### src/hw/rtl/lbcb_pkg.sv
// Shared types and constants for the largest black cross box block.
package lbcb_pkg;

    localparam int PIX_W      = 8;
    localparam int COORD_W    = 8;
    localparam int AREA_OUT_W = 16;
    localparam int DIM_W      = 9;
    localparam int CFG_IDX_W  = 2;

    localparam logic [CFG_IDX_W-1:0] CFG_WIDTH  = 2'd0;
    localparam logic [CFG_IDX_W-1:0] CFG_HEIGHT = 2'd1;

    typedef enum logic [1:0] {
        ST_LOAD,
        ST_SCAN,
        ST_OUT
    } t_state;

    typedef struct packed {
        logic                  found;
        logic [AREA_OUT_W-1:0] area;
        logic [COORD_W-1:0]    y1;
        logic [COORD_W-1:0]    x1;
        logic [COORD_W-1:0]    y0;
        logic [COORD_W-1:0]    x0;
    } t_box;

    typedef struct packed {
        logic done;
        t_box box;
    } t_scan_stat;

endpackage

### src/hw/rtl/lbcb_scan.sv
// Reverse raster scan: run lengths, per-column down-run memory and best-box tracking.
module lbcb_scan #(
    parameter  int MAX_WIDTH  = 256,
    parameter  int MAX_HEIGHT = 256,
    localparam int COL_W  = $clog2(MAX_WIDTH),
    localparam int ROW_W  = $clog2(MAX_HEIGHT),
    localparam int CNT_W  = $clog2(MAX_WIDTH + 1),
    localparam int DN_W   = $clog2(MAX_HEIGHT + 1),
    localparam int AREA_W = CNT_W + DN_W
) (
    input  logic                   i_clk,
    input  logic                   i_rst_n,
    input  logic                   i_start,
    input  logic [CNT_W-1:0]       i_w,
    input  logic [DN_W-1:0]        i_h,
    output logic [ROW_W-1:0]       o_rd_row,
    output logic [COL_W-1:0]       o_rd_col,
    input  logic                   i_rd_bit,
    output lbcb_pkg::t_scan_stat   o_stat
);

    logic [DN_W-1:0] r_down_mem [MAX_WIDTH];
    logic [DN_W-1:0] r_dn_q;

    logic             r_run;
    logic [COL_W-1:0] r_sx;
    logic [ROW_W-1:0] r_sy;

    logic             r_s1_v;
    logic [COL_W-1:0] r_s1_x;
    logic [ROW_W-1:0] r_s1_y;
    logic             r_s1_rs;
    logic             r_s1_fr;
    logic             r_s1_last;
    logic [CNT_W-1:0] r_right;

    logic             r_wb_v;
    logic [COL_W-1:0] r_wb_x;
    logic [DN_W-1:0]  r_wb_d;

    logic              r_s2_v;
    logic              r_s2_last;
    logic [AREA_W-1:0] r_s2_area;
    logic [COL_W-1:0]  r_s2_x0;
    logic [ROW_W-1:0]  r_s2_y0;
    logic [COL_W-1:0]  r_s2_x1;
    logic [ROW_W-1:0]  r_s2_y1;

    logic [AREA_W-1:0] r_best_area;
    logic [COL_W-1:0]  r_best_x0;
    logic [ROW_W-1:0]  r_best_y0;
    logic [COL_W-1:0]  r_best_x1;
    logic [ROW_W-1:0]  r_best_y1;
    logic              r_done;

    logic [CNT_W-1:0] right_cur;
    logic [DN_W-1:0]  dn_cur;
    logic [CNT_W-1:0] n_right;
    logic [DN_W-1:0]  n_down;
    logic             take;

    assign o_rd_row = r_sy;
    assign o_rd_col = r_sx;

    always_ff @(posedge i_clk) begin
        if (r_s1_v) begin
            r_down_mem[r_s1_x] <= n_down;
        end
        r_dn_q <= r_down_mem[r_sx];
    end

    always_ff @(posedge i_clk) begin
        if (!i_rst_n) begin
            r_run <= 1'b0;
            r_sx  <= '0;
            r_sy  <= '0;
        end else if (i_start) begin
            r_run <= 1'b1;
            r_sx  <= COL_W'(i_w - 1'b1);
            r_sy  <= ROW_W'(i_h - 1'b1);
        end else if (r_run) begin
            if (r_sx == '0) begin
                r_sx <= COL_W'(i_w - 1'b1);
                if (r_sy == '0) begin
                    r_run <= 1'b0;
                end else begin
                    r_sy <= r_sy - 1'b1;
                end
            end else begin
                r_sx <= r_sx - 1'b1;
            end
        end
    end

    // stage 1: memory data back, run lengths and area
    always_ff @(posedge i_clk) begin
        if (!i_rst_n) begin
            r_s1_v <= 1'b0;
            r_wb_v <= 1'b0;
        end else begin
            r_s1_v <= r_run;
            r_wb_v <= r_s1_v;
        end
        r_s1_x    <= r_sx;
        r_s1_y    <= r_sy;
        r_s1_rs   <= (32'(r_sx) + 32'd1 == 32'(i_w));
        r_s1_fr   <= (32'(r_sy) + 32'd1 == 32'(i_h));
        r_s1_last <= (r_sx == '0) && (r_sy == '0);
        r_wb_x    <= r_s1_x;
        r_wb_d    <= n_down;
        if (r_s1_v) begin
            r_right <= n_right;
        end
    end

    always_comb begin
        right_cur = r_s1_rs ? '0 : r_right;
        if (r_s1_fr) begin
            dn_cur = '0;
        end else if (r_wb_v && (r_wb_x == r_s1_x)) begin
            dn_cur = r_wb_d;
        end else begin
            dn_cur = r_dn_q;
        end
        if (i_rd_bit) begin
            n_right = right_cur + 1'b1;
            n_down  = dn_cur + 1'b1;
        end else begin
            n_right = '0;
            n_down  = '0;
        end
    end

    always_ff @(posedge i_clk) begin
        if (!i_rst_n) begin
            r_s2_v <= 1'b0;
        end else begin
            r_s2_v <= r_s1_v;
        end
        r_s2_last <= r_s1_last;
        r_s2_area <= i_rd_bit ? AREA_W'(right_cur) * AREA_W'(dn_cur) : '0;
        r_s2_x0   <= r_s1_x;
        r_s2_y0   <= r_s1_y;
        r_s2_x1   <= r_s1_x + COL_W'(right_cur);
        r_s2_y1   <= r_s1_y + ROW_W'(dn_cur);
    end

    // stage 2: keep the best box; >= in reverse order leaves the earliest tie
    assign take = r_s2_v && (r_s2_area != '0) && (r_s2_area >= r_best_area);

    always_ff @(posedge i_clk) begin
        if (!i_rst_n || i_start) begin
            r_best_area <= '0;
            r_best_x0   <= '0;
            r_best_y0   <= '0;
            r_best_x1   <= '0;
            r_best_y1   <= '0;
        end else if (take) begin
            r_best_area <= r_s2_area;
            r_best_x0   <= r_s2_x0;
            r_best_y0   <= r_s2_y0;
            r_best_x1   <= r_s2_x1;
            r_best_y1   <= r_s2_y1;
        end
    end

    always_ff @(posedge i_clk) begin
        if (!i_rst_n) begin
            r_done <= 1'b0;
        end else begin
            r_done <= r_s2_v && r_s2_last;
        end
    end

    always_comb begin
        o_stat.done      = r_done;
        o_stat.box.x0    = lbcb_pkg::COORD_W'(r_best_x0);
        o_stat.box.y0    = lbcb_pkg::COORD_W'(r_best_y0);
        o_stat.box.x1    = lbcb_pkg::COORD_W'(r_best_x1);
        o_stat.box.y1    = lbcb_pkg::COORD_W'(r_best_y1);
        o_stat.box.found = (r_best_area != '0);
        if (32'(r_best_area) > 32'd65535) begin
            o_stat.box.area = '1;
        end else begin
            o_stat.box.area = lbcb_pkg::AREA_OUT_W'(r_best_area);
        end
    end

endmodule

### config.mk
export PLATFORM = sky130hd
export DESIGN_NAME = lbcb_scan
export DESIGN_NICKNAME = d
export VERILOG_FILES = /design/src/hw/rtl/lbcb_pkg.sv /design/src/hw/rtl/lbcb_scan.sv
export SDC_FILE = /design/constraint.sdc
export NUM_CORES = 2
export LEC_CHECK = 0
export ABC_CLOCK_PERIOD_IN_PS = 16100
export BUFFER_PORTS_ARGS = -buffer_cell sky130_fd_sc_hd__buf_2
export CAP_MARGIN = 40
export CORE_UTILIZATION = 57
export CTS_CLUSTER_SIZE = 25
export DETAILED_ROUTE_END_ITERATION = 8
export PLACE_DENSITY = 0.76
export SLEW_MARGIN = 30
export SYNTH_ARGS = -nofsm -noshare
export SYNTH_HDL_FRONTEND = slang
export SYNTH_SLANG_ARGS = --single-unit
export TNS_END_PERCENT = 5
### constraint.sdc
create_clock -name i_clk -period 16.1 [get_ports i_clk]
set_input_delay 1.61 -clock i_clk [delete_from_list [all_inputs] [get_ports i_clk]]
set_output_delay 1.61 -clock i_clk [all_outputs]
set_load 0.01 [all_outputs]
==> flow_summary.yaml <==
synthesis:
  synth_edf_count: 2313
  yosysSeqAreaShare_pct: 74.1
  syn_nets: 5173
  syn-cell-area_sq_um: 98000
  yosys_warnings: 0
  async_reset_ff_share_pct: 0
  synth_area_leaders: "edfxtp_1, mux4_2, dfxtp_1, nor2_1, a22oi_1"
  yosysTopAreaCell: "edfxtp_1"
  netlist_instances: 5020
  avgSynthCellArea_sq_um: 19.5
  ys_ff_latch: 2471
  synth_top_flop_cell: "edfxtp_1"
  synth_top_area_share_pct: 70.9
  synth_cell_type_count: 68
detailed_routing:
  vias: 52100
  drtIter0Drc: 7079
  wl_per_cell_um: 31.0
  wl_um: 241000
  drc: 0
  final_antenna_net_count: 0
  via_per_inst: 6.69
  drt_pass1_iterations: 6
floorplanning:
  die_h_um: 417
  design.core.area_sq_um: 170000
  die_x_um: 417
  num_rows: 151
  dieArea_sq_um: 174000
  start_util_pct: 57.6
  ios: 88
cts:
  cts_max_path_buffers: 3
  cts_setup_buffers: 0
  cts_tree: "yes"
  root_buffer: "clkbuf_16"
  htree_levels: 4
  clk_pin_slew_ns: 0.06
  numCtsBuffers: 227
  ctsHoldBuffers: 0
  cts.sinks: 2471
  clkLatencyLatePin_ns: 0.88
  ctsResizeCount: 0
pwr:
  finalPower_mw: 16.4
  irDropWorstVdd_mv: 0.147
  powerDensity_nw_per_um2: 148
  p_leak_nw: 35.9
timing:
  clock_skew_ns: 0.0392
  tightest_slew_ns: 1.12
  hold_viol: 0
  drv_slew: 0
  rsz0062_at_grt: "false"
  slew_headroom_pct: 25.3
  max_freq_ghz: 0.144
  finalSetupViolCount: 0
  finalSetupTns_ns: 0
  finalCritPeriodShare_pct: 43.1
  min_period_ns: 6.95
finish:
  fillers: 10700
  seq_area_sq_um: 72600
  layout-drive-gt1-share_pct: 25.0
  layout_commonest_cell: "edfxtp_1"
  multiInputGateArea_sq_um: 23900
  layout_common_cells: "edfxtp_1, mux4_2, nor2_1"
  finalNetCount: 5517
  synthToLayoutAreaGrowth_pct: 12.8
placed_design:
  gp_congestion: 0.927
  dp.final_hpwl_um: 143000
  port_buffers: 87
global_routing:
  grt_max_degree: 242
  grt_pass1_vias: 50900
  grt_usage_pct: 27.7
  grt-ovfl-total: 0
  antenna_found_initial: 12
  grt_pass1_wl_um: 348000
hold_path:
  hp-class: "register to register"
setup_path:
  critPathCaptureType: "register"
  rr_endpoint: "r_s2_area[17]$_SDFF_PN0_"
  critPathLaunch: "r_s1_x[2]$_DFF_P_"
  crit_path_end: "r_s2_area[17]$_SDFF_PN0_"
  arrival_ns: 7.73
  path_max_fanout: 13
  rr_startpoint: "r_s1_x[2]$_DFF_P_"
  required_ns: 16.89
  reg2reg_slack_ns: 9.15
  rr_worst_depth: 22
  crit_path_start_kind: "register"
  crit_type: "register to register"
job:
  max-cap-violations: 0
run_status:
  status: "finished, final reports clean"
sequential cells by signal, summed over array words and instances, names as in the netlist, 8 cells and up:
register	count
r_wb_d	9
r_s2_x0	8
r_s2_area	18
o_rd_col	8
r_s2_x1	8
r_s1_x	8
r_best_x0	8
r_best_area	18
r_best_y0	8
r_right	9
r_s2_y1	8
r_s2_y0	8
r_best_x1	8
r_s1_y	8
o_rd_row	8
r_dn_q	9
r_down_mem	2304
r_best_y1	8
worst min-delay path by stage:
stage / startpoint / endpoint / slack, ns / depth (start not counted)
CTS: r_s1_last$_DFF_P_ / r_s2_last$_DFF_P_ / 0.34 / 0
global placement: r_s1_last$_DFF_P_ / r_s2_last$_DFF_P_ / 0.32 / 0
floorplan: r_s1_last$_DFF_P_ / r_s2_last$_DFF_P_ / 0.31 / 0
finish: r_s1_last$_DFF_P_ / r_s2_last$_DFF_P_ / 0.33 / 0
global route: r_s1_last$_DFF_P_ / r_s2_last$_DFF_P_ / 0.34 / 0
detailed placement: r_s1_last$_DFF_P_ / r_s2_last$_DFF_P_ / 0.31 / 0
report_power, final:
group          total (mW)  switching, mW  internal, mW
registers            7.77         0.0892          7.68
logic                3.28           2.17          1.12
clock network        5.32           2.33          3.00
total                16.4           4.59          11.8
per-layer routing:
metal / vias to the layer above / track usage [%] / share of wire, %
li1: 21100 / - / -
met1: 26900 / 39.2 / 37
met2: 3497 / 42.2 / 47
met3: 539 / 6.37 / 11
met4: 2 / 11.2 / 4.4
met5: - / 0 / 0.0050
cells in the mapped netlist (10+ instances only):
library cell / instances
o22ai_1: 19
ha_1: 79
xnor2_1: 34
nor2b_1: 18
a21oi_1: 108
a22o_1: 64
a22oi_1: 140
clkbuf_1: 212
buf_1: 18
nand4_1: 17
and2_1: 16
a221oi_1: 65
xor2_1: 25
nor3_1: 42
mux4_2: 590
nand2b_1: 23
nand2_1: 86
nor4_1: 11
mux2i_1: 70
o221ai_1: 26
fa_1: 52
o211ai_1: 10
nor2_1: 431
nand3_1: 62
edfxtp_1: 2313
dfxtp_1: 158
o21ai_0: 35
buf_2: 66
a21o_1: 13
inv_1: 113
critical path, stage by stage, from the launching register on:
cell       delay, ns
dfxtp_1         0.59
xor2_1          0.15
or4b_1          0.65
nor3_2          0.35
mux2i_1         0.23
nor2_1          0.35
buf_4           0.26
nand2_1         0.10
fa_1            0.55
inv_1           0.05
fa_1            0.45
ha_1            0.28
inv_1           0.05
fa_1            0.51
inv_1           0.05
ha_1            0.26
a21o_1          0.17
a21o_1          0.20
a2111oi_0       0.53
nor3_1          0.19
o31a_1          0.34
o31ai_1         0.33
mux2i_1         0.22
area by class of cell:
cell class              instances  area share [%]
repair buffers                418            3.11
flip-flops and latches       2471            65.7
well taps                    2218            2.51
clock buffers                 301            5.54
clock inverters               118            1.12
diodes                          8          0.0181
multi-input cells            2128            21.6
inverters                     118           0.401
through the flow:
stage	utilization, %	instance area, sq um	hold WS, ns	setup WS (ns)	instances
after global placement	59.3	101000	0.324	8.54	7097
final	65.0	111000	0.334	9.15	7780
after global routing	65.0	111000	0.337	8.68	7778
after detailed placement	59.9	102000	0.314	9.27	7213
after CTS	64.3	109000	0.335	9.22	7632
after floorplan	-	98000	0.310	1.15	5020
logic make-up (layout without fill, tap and decap cells):
| logic type | after synthesis | count (layout) | synth area share [%] |
|---|---|---|---|
| muxes | 664 | 664 | 14.3 |
| xor gates and xnor gates | 60 | 60 | 0.544 |
| DFF | 2471 | 2471 | 74.1 |
| buffers and inverters | 421 | 955 | 1.73 |
| and+or+nand+nor | 745 | 745 | 3.34 |
| adders and majority gates | 131 | 131 | 2.07 |
| other | 0 | 8 | 0 |
| AOI/OAI and AO/OA | 528 | 528 | 3.87 |
Note: power is estimated with default switching activity, not from simulation.
